===== config.mk =====
export PLATFORM = sky130hd
export DESIGN_NAME = rbe_datapath
export DESIGN_NICKNAME = d
export VERILOG_FILES = /design/src/rtl/rbe_pkg.sv /design/src/rtl/rbe_datapath.sv
export SDC_FILE = /design/constraint.sdc
export NUM_CORES = 2
export LEC_CHECK = 0
export BUFFER_PORTS_ARGS = -buffer_cell sky130_fd_sc_hd__buf_2
export CAP_MARGIN = 20
export CORE_MARGIN = 4
export CORE_UTILIZATION = 30
export CTS_BUF_LIST = sky130_fd_sc_hd__clkbuf_4 sky130_fd_sc_hd__clkbuf_8 sky130_fd_sc_hd__clkbuf_16
export CTS_CLUSTER_DIAMETER = 120
export DETAILED_ROUTE_END_ITERATION = 8
export GPL_ROUTABILITY_DRIVEN = 0
export PLACE_DENSITY = 0.48
export RECOVER_POWER = 25
export SLEW_MARGIN = 20
export SYNTH_ARGS = -nofsm -noshare
export SYNTH_HDL_FRONTEND = slang
export SYNTH_SLANG_ARGS = --single-unit

===== constraint.sdc =====
create_clock -name i_clk -period 13.65 [get_ports i_clk]
set_input_delay 0.6825 -clock i_clk [delete_from_list [all_inputs] [get_ports i_clk]]
set_output_delay 0.6825 -clock i_clk [all_outputs]
set_load 0.03 [all_outputs]

===== src/rtl/rbe_pkg.sv =====
`timescale 1ns / 1ps
// rbe_pkg: shared types, request codes and micro-step numbers for the
// resonator bank energy block; used by every rtl file, depends on nothing
package rbe_pkg;

    localparam int NUM_BANDS  = 128;
    localparam int BAND_W     = 7;
    localparam int CNT_W      = 8;
    localparam int ACC_W      = 98;
    localparam int PROD_W     = 60;
    localparam int OP_W       = 5;

    // request codes
    localparam logic [1:0] REQ_LOAD   = 2'd0;
    localparam logic [1:0] REQ_SAMPLE = 2'd1;
    localparam logic [1:0] REQ_READ   = 2'd2;

    // configuration register indexes
    localparam logic CFG_ACTIVE_BANDS = 1'b0;
    localparam logic CFG_STEREO       = 1'b1;

    // micro-steps of one band update
    localparam logic [OP_W-1:0] OP_RE_XL_C  = 5'd0;
    localparam logic [OP_W-1:0] OP_RE_XH_C  = 5'd1;
    localparam logic [OP_W-1:0] OP_RE_YL_S  = 5'd2;
    localparam logic [OP_W-1:0] OP_RE_YH_S  = 5'd3;
    localparam logic [OP_W-1:0] OP_IM_YL_C  = 5'd4;
    localparam logic [OP_W-1:0] OP_IM_YH_C  = 5'd5;
    localparam logic [OP_W-1:0] OP_IM_XL_S  = 5'd6;
    localparam logic [OP_W-1:0] OP_IM_XH_S  = 5'd7;
    localparam logic [OP_W-1:0] OP_DX_L     = 5'd8;
    localparam logic [OP_W-1:0] OP_DX_H     = 5'd9;
    localparam logic [OP_W-1:0] OP_DY_L     = 5'd10;
    localparam logic [OP_W-1:0] OP_DY_H     = 5'd11;
    localparam logic [OP_W-1:0] OP_SQX_LL   = 5'd12;
    localparam logic [OP_W-1:0] OP_SQX_HL   = 5'd13;
    localparam logic [OP_W-1:0] OP_SQX_HH   = 5'd14;
    localparam logic [OP_W-1:0] OP_SQY_LL   = 5'd15;
    localparam logic [OP_W-1:0] OP_SQY_HL   = 5'd16;
    localparam logic [OP_W-1:0] OP_SQY_HH   = 5'd17;
    localparam logic [OP_W-1:0] OP_SC_L     = 5'd18;
    localparam logic [OP_W-1:0] OP_SC_M     = 5'd19;
    localparam logic [OP_W-1:0] OP_SC_H     = 5'd20;
    localparam logic [OP_W-1:0] OP_LAST     = OP_SC_H;

    typedef struct packed {
        logic [1:0]         req_type;
        logic [6:0]         band;
        logic signed [15:0] left;
        logic signed [15:0] right;
        logic signed [31:0] coef_cos;
        logic signed [31:0] coef_sin;
        logic [31:0]        coef_decay;
        logic [31:0]        coef_scale;
    } t_in_beat;

    typedef struct packed {
        logic [6:0]  out_band;
        logic [63:0] energy;
        logic        saturated;
    } t_out_beat;

    // one coefficient entry
    typedef struct packed {
        logic [31:0]        scale;
        logic [31:0]        decay;
        logic signed [31:0] sin;
        logic signed [31:0] cos;
    } t_coef;

    // one state entry
    typedef struct packed {
        logic               sat;
        logic [63:0]        energy;
        logic signed [47:0] im;
        logic signed [47:0] re;
    } t_state;

    // control from sequencer to datapath
    typedef struct packed {
        logic            latch;
        logic            mul;
        logic            acc;
        logic [OP_W-1:0] op;
    } t_dp_ctrl;

endpackage


===== src/rtl/rbe_datapath.sv =====
`timescale 1ns / 1ps
// rbe_datapath: shared 27x33 multiplier and wide accumulator that step one band
// through rotation, decay, squared magnitude and energy; depends on rbe_pkg
module rbe_datapath (
    input  logic               i_clk,
    input  rbe_pkg::t_dp_ctrl  i_ctrl,
    input  rbe_pkg::t_coef     i_coef,
    input  rbe_pkg::t_state    i_state,
    input  logic signed [16:0] i_smp,
    output rbe_pkg::t_state    o_state
);

    localparam logic signed [55:0] MAX48 = 56'sh0000_7FFF_FFFF_FFFF;
    localparam logic signed [55:0] MIN48 = -MAX48 - 56'sd1;

    logic signed [47:0] r_x, r_y;
    logic signed [31:0] r_c, r_s;
    logic [31:0]        r_d, r_sc;
    logic [63:0]        r_e;
    logic               r_sat;
    logic signed [51:0] r_rx, r_ry;
    logic signed [47:0] r_nx, r_ny;
    logic [63:0]        r_m;
    logic [63:0]        r_term;
    logic signed [rbe_pkg::PROD_W-1:0] r_prod;
    logic signed [rbe_pkg::ACC_W-1:0]  r_acc;

    logic signed [26:0] mul_a;
    logic signed [32:0] mul_b;
    logic [6:0]         shamt;
    logic               neg, clr;
    logic signed [rbe_pkg::ACC_W-1:0] prod_ext, prod_sh, n_acc;
    logic signed [55:0] n_xsum, n_ysum;
    logic [64:0]        e_sum;
    logic [63:0]        e_new;

    // operand select per micro-step, upper halves keep their sign
    always_comb begin
        mul_a = '0;
        mul_b = '0;
        unique case (i_ctrl.op)
            rbe_pkg::OP_RE_XL_C: begin mul_a = {1'b0, r_x[25:0]};  mul_b = 33'(r_c); end
            rbe_pkg::OP_RE_XH_C: begin mul_a = 27'($signed(r_x[47:26])); mul_b = 33'(r_c); end
            rbe_pkg::OP_RE_YL_S: begin mul_a = {1'b0, r_y[25:0]};  mul_b = 33'(r_s); end
            rbe_pkg::OP_RE_YH_S: begin mul_a = 27'($signed(r_y[47:26])); mul_b = 33'(r_s); end
            rbe_pkg::OP_IM_YL_C: begin mul_a = {1'b0, r_y[25:0]};  mul_b = 33'(r_c); end
            rbe_pkg::OP_IM_YH_C: begin mul_a = 27'($signed(r_y[47:26])); mul_b = 33'(r_c); end
            rbe_pkg::OP_IM_XL_S: begin mul_a = {1'b0, r_x[25:0]};  mul_b = 33'(r_s); end
            rbe_pkg::OP_IM_XH_S: begin mul_a = 27'($signed(r_x[47:26])); mul_b = 33'(r_s); end
            rbe_pkg::OP_DX_L: begin mul_a = {1'b0, r_rx[25:0]}; mul_b = {1'b0, r_d}; end
            rbe_pkg::OP_DX_H: begin
                mul_a = 27'($signed(r_rx[51:26]));
                mul_b = {1'b0, r_d};
            end
            rbe_pkg::OP_DY_L: begin mul_a = {1'b0, r_ry[25:0]}; mul_b = {1'b0, r_d}; end
            rbe_pkg::OP_DY_H: begin
                mul_a = 27'($signed(r_ry[51:26]));
                mul_b = {1'b0, r_d};
            end
            rbe_pkg::OP_SQX_LL: begin mul_a = {1'b0, r_nx[25:0]}; mul_b = {7'b0, r_nx[25:0]}; end
            rbe_pkg::OP_SQX_HL: begin
                mul_a = 27'($signed(r_nx[47:26]));
                mul_b = {7'b0, r_nx[25:0]};
            end
            rbe_pkg::OP_SQX_HH: begin
                mul_a = 27'($signed(r_nx[47:26]));
                mul_b = 33'($signed(r_nx[47:26]));
            end
            rbe_pkg::OP_SQY_LL: begin mul_a = {1'b0, r_ny[25:0]}; mul_b = {7'b0, r_ny[25:0]}; end
            rbe_pkg::OP_SQY_HL: begin
                mul_a = 27'($signed(r_ny[47:26]));
                mul_b = {7'b0, r_ny[25:0]};
            end
            rbe_pkg::OP_SQY_HH: begin
                mul_a = 27'($signed(r_ny[47:26]));
                mul_b = 33'($signed(r_ny[47:26]));
            end
            rbe_pkg::OP_SC_L:    begin mul_a = {1'b0, r_m[25:0]};     mul_b = {1'b0, r_sc}; end
            rbe_pkg::OP_SC_M:    begin mul_a = {1'b0, r_m[51:26]};    mul_b = {1'b0, r_sc}; end
            rbe_pkg::OP_SC_H:    begin mul_a = {15'b0, r_m[63:52]};   mul_b = {1'b0, r_sc}; end
            default:             begin mul_a = '0;                    mul_b = '0; end
        endcase
    end

    // weight, sign and start flag of each partial product
    always_comb begin
        shamt = 7'd0;
        neg   = 1'b0;
        clr   = 1'b0;
        unique case (i_ctrl.op)
            rbe_pkg::OP_RE_XL_C, rbe_pkg::OP_IM_YL_C, rbe_pkg::OP_DX_L,
            rbe_pkg::OP_DY_L, rbe_pkg::OP_SQX_LL, rbe_pkg::OP_SC_L: clr = 1'b1;
            rbe_pkg::OP_RE_YL_S:                                     neg = 1'b1;
            rbe_pkg::OP_RE_YH_S: begin neg = 1'b1; shamt = 7'd26; end
            rbe_pkg::OP_RE_XH_C, rbe_pkg::OP_IM_YH_C, rbe_pkg::OP_IM_XH_S,
            rbe_pkg::OP_DX_H, rbe_pkg::OP_DY_H, rbe_pkg::OP_SC_M:   shamt = 7'd26;
            rbe_pkg::OP_SQX_HL, rbe_pkg::OP_SQY_HL:                  shamt = 7'd27;
            rbe_pkg::OP_SQX_HH, rbe_pkg::OP_SQY_HH, rbe_pkg::OP_SC_H: shamt = 7'd52;
            default: begin shamt = 7'd0; neg = 1'b0; clr = 1'b0; end
        endcase
    end

    // accumulate the registered product
    always_comb begin
        prod_ext = {{(rbe_pkg::ACC_W - rbe_pkg::PROD_W){r_prod[rbe_pkg::PROD_W-1]}}, r_prod};
        prod_sh  = prod_ext <<< shamt;
        if (clr) begin
            n_acc = neg ? -prod_sh : prod_sh;
        end else begin
            n_acc = neg ? r_acc - prod_sh : r_acc + prod_sh;
        end
        n_xsum = $signed(n_acc[87:32]) + {{23{i_smp[16]}}, i_smp, 16'b0};
        n_ysum = $signed(n_acc[87:32]);
    end

    // working registers
    always_ff @(posedge i_clk) begin
        if (i_ctrl.latch) begin
            r_x   <= i_state.re;
            r_y   <= i_state.im;
            r_e   <= i_state.energy;
            r_sat <= i_state.sat;
            r_c   <= i_coef.cos;
            r_s   <= i_coef.sin;
            r_d   <= i_coef.decay;
            r_sc  <= i_coef.scale;
        end
        if (i_ctrl.mul) begin
            r_prod <= rbe_pkg::PROD_W'(mul_a) * rbe_pkg::PROD_W'(mul_b);
        end
        if (i_ctrl.acc) begin
            r_acc <= n_acc;
            unique case (i_ctrl.op)
                rbe_pkg::OP_RE_YH_S: r_rx <= n_acc[81:30];
                rbe_pkg::OP_IM_XH_S: r_ry <= n_acc[81:30];
                rbe_pkg::OP_DX_H: begin
                    if (n_xsum > MAX48)      r_nx <= MAX48[47:0];
                    else if (n_xsum < MIN48) r_nx <= MIN48[47:0];
                    else                     r_nx <= n_xsum[47:0];
                end
                rbe_pkg::OP_DY_H: begin
                    if (n_ysum > MAX48)      r_ny <= MAX48[47:0];
                    else if (n_ysum < MIN48) r_ny <= MIN48[47:0];
                    else                     r_ny <= n_ysum[47:0];
                end
                rbe_pkg::OP_SQY_HH: r_m <= n_acc[95:32];
                rbe_pkg::OP_SC_H:   r_term <= (|n_acc[97:80]) ? '1 : n_acc[79:16];
                default: ;
            endcase
        end
    end

    // saturating energy update
    always_comb begin
        e_sum = {1'b0, r_e} + {1'b0, r_term};
        e_new = e_sum[64] ? '1 : e_sum[63:0];
        o_state.re     = r_nx;
        o_state.im     = r_ny;
        o_state.energy = e_new;
        o_state.sat    = r_sat | (&e_new);
    end

endmodule


# After elaboration in Yosys (flattened, before gate mapping)
# Cells that the tools add are included.
word_totals:
  register_bits: 775
  in_bits: 315
  wordCells: 85
classes:
  multipliers: 1
  muxes: 11
  shift: 1
  n_eq_ne: 20
  n_bitwise: 1
  n_reduce_logical: 26
  add_sub_neg: 5
  n_lt_le_gt_ge: 4
ops:
  columns: ["cell", "n"]
  rows:
  - ["$pmux 27 s15", 1]
  - ["$mux 98", 3]
  - ["$pmux 33 s8", 1]
  - ["$gt 56x48->1 const B", 2]
  - ["$lt 56x48->1 const B", 2]
  - ["$add 98x98->98", 1]
  - ["$neg 98->98", 1]
  - ["$sshl 60x6->98", 1]
  - ["$sub 98x98->98", 1]
  - ["$mux 48", 2]
  - ["$add 64x64->65", 1]
  - ["$mux 64", 1]
  - ["$reduce_and 64->1", 1]
  - ["$mul 27x33->60", 1]
  - ["$add 56x56->56", 1]
  - ["$eq 5x4->1 const B", 8]
  - ["$eq 5x5->1 const B", 5]
  - ["$eq 5x3->1 const B", 4]
  - ["$reduce_or 2->1", 10]
  - ["$pmux 6 s3", 1]
  - ["$reduce_or 18->1", 1]
  - ["$reduce_and 2->1", 6]
  - ["$reduce_or 4->1", 3]
  - ["$eq 5x2->1 const B", 2]
  - ["7 further kinds", 9]

# Longest topological paths before layout
depth:
  depth_word: 10
  depth_mapped: 47
  depth_no_buf: 39

# Least setup slack after synthesis
# No wires, ideal clock.
synth_path:
  path_kind: "input-to-reg"
  start: "in i_ctrl[1] (netlist name)"
  end: "reg r_prod[59] (netlist name) (data pin)"
  n_path_buf: 7
  stages: 39
  t_required_ps: 13394
  arrival_ps: 10282
  setup_slack_ps: 3112
  path_cell_list: "buf_2 > clkinv_1 > clkbuf_1 > and3_1 > clkbuf_1 > clkbuf_1 > clkbuf_1 > a22oi_1 > o21ai_0 > a211oi_1 > o21ai_1 > clkbuf_1 > nand2_1 > fa_1 > inv_1 > fa_1 > inv_1 > fa_1 > [... 3 more ...] > fa_1 > fa_1 > inv_1 > fa_1 > ha_1 > clkbuf_1 > a21oi_1 > o21ai_1 > a221o_1 > a21oi_1 > o21ai_1 > a311o_1 > a21oi_1 > o21ai_0 > a2111oi_0 > o31ai_1 > or4_1 > and4_1"
synth_via:
  elab_chain_len: 4
  word_cells_on_any_way: 36
  classes_between: "mul (1); eq/ne (20); mux (2); reduce/logical (13)"
synth_lines:
  columns: ["item", "line_no", "rtl"]
  rows:
  - ["from (decl)", "rbe_datapath.sv:6", "input rbe_pkg::t_dp_ctrl i_ctrl,"]
  - ["$eq 5x4->1 (tied with other cells)", "rbe_datapath.sv:41", "unique case (i_ctrl.op)"]
  - ["$reduce_or 4->1 (no line) (tied with other cells)", null, null]
  - ["$pmux 33 s8 / $pmux 27 s15 (equally long branches)", "rbe_datapath.sv:41", null]
  - ["$mul 27x33->60 (*)", "rbe_datapath.sv:129", "r_prod <= rbe_pkg::PROD_W'(mul_a) * rbe_pkg::PROD_W'(mul_b);"]
  - ["to (signal assigned)", "rbe_datapath.sv:129", null]
  - ["to (decl)", "rbe_datapath.sv:25", "logic signed [rbe_pkg::PROD_W-1:0] r_prod;"]
# Mark *: on every way between the ends. The rest lies on a longest branch, timed or not.
# A chain may end at the register's enable or synchronous reset.

# Worst setup path in the final report
layout_path:
  start: "in i_ctrl[4] (netlist name)"
  end: "reg r_nx[33] (data pin)"
layout_via:
  elab_chain_len: 10
  word_cells_on_any_way: 38
  classes_between: "add/sub (4); order compare (2); eq/ne (18); shift (1); mux (7); reduce/logical (6)"
layout_lines:
  columns: ["item", "line_no", "rtl"]
  rows:
  - ["$eq 5x4->1 (tied with other cells)", "rbe_datapath.sv:90", "unique case (i_ctrl.op)"]
  - ["$reduce_or 7->1 (no line) (tied with other cells)", null, null]
  - ["$pmux 6 s3", "rbe_datapath.sv:90", null]
  - ["$sshl 60x6->98", "rbe_datapath.sv:106", "prod_sh = prod_ext <<< shamt;"]
  - ["$add 98x98->98 (tied with other cells)", "rbe_datapath.sv:110", "n_acc = neg ? r_acc - prod_sh : r_acc + prod_sh;"]
  - ["$mux 98, on equally long branches", "rbe_datapath.sv:110, rbe_datapath.sv:108", null]
  - ["$mux 98 (*)", "rbe_datapath.sv:107", "if (clr) begin"]
  - ["named net n_acc, one bit", "rbe_datapath.sv:32", "logic signed [rbe_pkg::ACC_W-1:0] prod_ext, prod_sh, n_acc;"]
  - ["$add 56x56->56 (*)", "rbe_datapath.sv:112", "n_xsum = $signed(n_acc[87:32]) + {{23{i_smp[16]}}, i_smp, 16'b0};"]
  - ["$lt 56x48->1", "rbe_datapath.sv:138", "else if (n_xsum < MIN48) r_nx <= MIN48[47:0];"]
  - ["$mux 48", "rbe_datapath.sv:138", null]
  - ["to (signal assigned)", "rbe_datapath.sv:137", "if (n_xsum > MAX48) r_nx <= MAX48[47:0];"]
  - ["to (signal assigned)", "rbe_datapath.sv:138", null]
  - ["to (signal assigned)", "rbe_datapath.sv:139", "else r_nx <= n_xsum[47:0];"]
  - ["to (decl)", "rbe_datapath.sv:22", "logic signed [47:0] r_nx, r_ny;"]
# Mark *: on every way through the listed nets, which the timed path passes. The rest lies on a longest branch.

==> out/qor.txt <==
Vias - 65.0k
Max-cap violations - 2
Mapped cell area - 77700 um2
Fin util - 34.2%
Via-per-instance ratio - 5.50
CP max-delay cell - o31a_2
Simple-gate area share of the yosys netlist - 13.6%
HP Start - i_state[95]
Synth Area in XOR/XNOR - 3.42%
Slew Limit Fails - 154
Worst path required time - 14.11 ns
Yosys warns - 0
Relative slew slack - -279%
Final nets - 9927
Max Buffers Root-to-Sink - 3
Mux cell area share after synthesis - 1.57%
CP bufs+invs - 2
Hpwl dp - 272000 um
Crit path capture type - flip-flop
CTS tree - yes
Worst-margin pin slew - 5.69 ns
Worst setup margin - 0.771 ns
Sequential element share of the synthesized area - 30.0%
Post-Synth Adder-Cell Area - 29.6%
Min Tclk post-route - 12.88 ns
Violated checks - capacitance limit, slew limit
Std cell rows - 186
First-pass GRT wire length - 472000 um
CP dominant cell by count - a21oi_1
Layout Area Growth over Synthesis - 13.1%
Hold Fails Final Rpt - 0
Core area - 257000 um2
Chip width - 517 um
Mean Syn Cell Area - 9.78 um2
Routed WL - 332000 um
Antenna-violating nets left - 0
Root Buffer - clkbuf_16
Status - complete, but fails checks
R2R depth - 34
Per-cell routed wire length - 28.1 um
DRT iter0 DRCs - 8141
Async SR Flop Fraction - 0%
Drc violations - 0
FF+latch count, synth - 775
CTS Buf Count - 93
TNS Setup - 0 ns
Hold endpoint - r_y[47]$_DFFE_PP_
Clock Skew - 0.0842 ns
Area of the die - 267000 um2
Final setup fails - 0
Post-CTS sizing - 0
R2R Setup Slk - 1.66 ns
Post-Synthesis Cells - 7943
Hold Buf Count CTS - 0
WHS Path Cells - 1
Die Ht - 517 um
Critical path peak fanout - 47
GRT Residual Overflow - 0
Synth unique cells - 107
Hold Path Class - primary input to flip-flop
Clock latency at the later pin of the worst-skew pair - 0.77 ns
Dpl cell area - 84700 um2
Finished Cell Area - 87900 um2
IO Count - 476
Startpoint types - primary input
Post-CTS Setup Inserts - 0
Worst path max stage delay - 0.92 ns
Clock transition at path regs - 0.06 ns
Worst R2R End - r_nx[33]$_SDFFCE_PN1P_
Setup CP Type - primary input to flip-flop
Initial Utilization - 30.2%
Initial antenna violation count - 54
Top post-synthesis cells by area - edfxtp_1, fa_1, ha_1
IO Port Bufs - 475
Most frequent cells in the layout - nand2_1, inv_1, fa_1
GRT Resource Usage Total - 24.3%
Vias in the first global route - 64.9k
Layout cell share with drive strength beyond 1 - 11.7%
Leading area contributor after synthesis - edfxtp_1
Largest family of logic cells by synthesized area - adder cells
Post-Place Worst Slack - 0.438 ns
CP Data Arrival Time - 13.34 ns
Syn_nets - 9548
Initial DRT Pass Iterations - 7
RSZ-0062 raised after global routing - false
Largest net degree at the start of global routing - 93
Share of the synthesized area in the top cell type - 30.0%
EDFF count, synth - 775
Clock Sinks - 775
FF-to-FF Start - r_prod[0]$_DFFE_PP_
Compound-cell area share of the yosys netlist - 14.6%
Top_reg_cell synth - edfxtp_1
CP delay by family, top - compound AO/OA/AOI/OAI gates
Commonest non-fill, non-tap cell in the layout - nand2_1
H-tree depth - 3
FMAX - 77.6 MHz
Tcrit/Tclk final - 94.3%
-- synth_stat cells (all sizes together), types with 56 or more instances --
library cell  instances
nand3               153
nand2              1107
ha                  376
mux2i                83
a21oi               486
nor2                322
o21ai               406
nor2b               100
a221oi               56
buf                  63
nor3                 88
and2                 97
a22oi                92
clkbuf              362
inv                1038
xnor2               177
nand2b               80
fa                  914
edfxtp              775
a21o                125
a31oi                59
nand4                95
xor2                124
-- registers in the layout, indices dropped and copies added, names as in the netlist, 48 cells and up --
register / count
r_term: 64
r_rx: 52
r_y: 48
r_nx: 48
r_x: 48
r_acc: 98
r_prod: 60
r_ny: 48
r_ry: 52
r_e: 64
r_m: 64
-- per-stage QoR --
| step | hold slack [ns] | cells |
|---|---|---|
| after detailed placement | 0.763 | 11600 |
| after global routing | 0.0470 | 11800 |
| final | 0.0845 | 11800 |
| after CTS | 0.0162 | 11800 |
| after floorplan | 0.648 | 7943 |
| after global placement | 0.745 | 11600 |
-- logic make-up (layout without fill, tap and decap cells) --
kind of cell / count (synthesis) / after routing
AO/OA/AOI/OAI: 1734 / 1734
XOR/XNOR: 302 / 302
adder cells (fa/ha/maj): 1290 / 1290
buffers and inverters: 1464 / 1921
flip-flops: 775 / 775
multiplexers: 114 / 114
other: 0 / 19
AND/OR/NAND/NOR: 2264 / 2264
-- metal layers --
layer | GRT usage, % | vias up | wire length [um] | share of wire (%)
met5 | 0 | - | 257 | 0.077
met4 | 10.9 | 40 | 17900 | 5.4
met3 | 7.19 | 640 | 35900 | 11
met2 | 36.6 | 3490 | 142000 | 43
met1 | 32.2 | 32800 | 135000 | 41
li1 | - | 28000 | - | -
-- how the worst max path moves through the flow --
stage	startpoint	end	slack, ns	cells after the start
final	i_ctrl[4]	r_nx[33]$_SDFFCE_PN1P_	0.77	37
after global routing	i_ctrl[4]	r_nx[32]$_SDFFCE_PN1P_	0.34	37
after CTS	i_ctrl[4]	r_nx[33]$_SDFFCE_PN1P_	1.18	37
after detailed placement	i_ctrl[4]	r_nx[33]$_SDFFCE_PN1P_	0.44	37
after global placement	i_ctrl[4]	r_nx[18]$_SDFFCE_PN1P_	0.60	37
after floorplan	i_ctrl[1]	r_prod[59]$_DFFE_PP_	3.11	39
-- cell type report --
| cell class | count | area, um2 |
|---|---|---|
| multi-input combinational | 5704 | 49000 |
| clock buffer | 102 | 2390 |
| timing repair buffer | 709 | 4150 |
| antenna | 19 | 47.5 |
| sequential | 775 | 23300 |
| tap | 3384 | 4230 |
| inverter | 1039 | 3900 |
| clock inverter | 71 | 833 |
| fill | 26300 | 169000 |
-- worst register-to-register path, delay by kind of cell, from the launching register on --
family | cells | cell delay (ns)
AOI/OAI and AO/OA | 15 | 5.50
xor gates and xnor gates | 3 | 0.89
adders and majority gates | 3 | 0.95
buffers and inverters | 1 | 0.36
DFF | 1 | 0.54
muxes | 1 | 0.27
and+or+nand+nor | 11 | 3.23
Power is not shown: default switching activity piles up to over one toggle a cycle in this logic, so the estimate is an artifact.
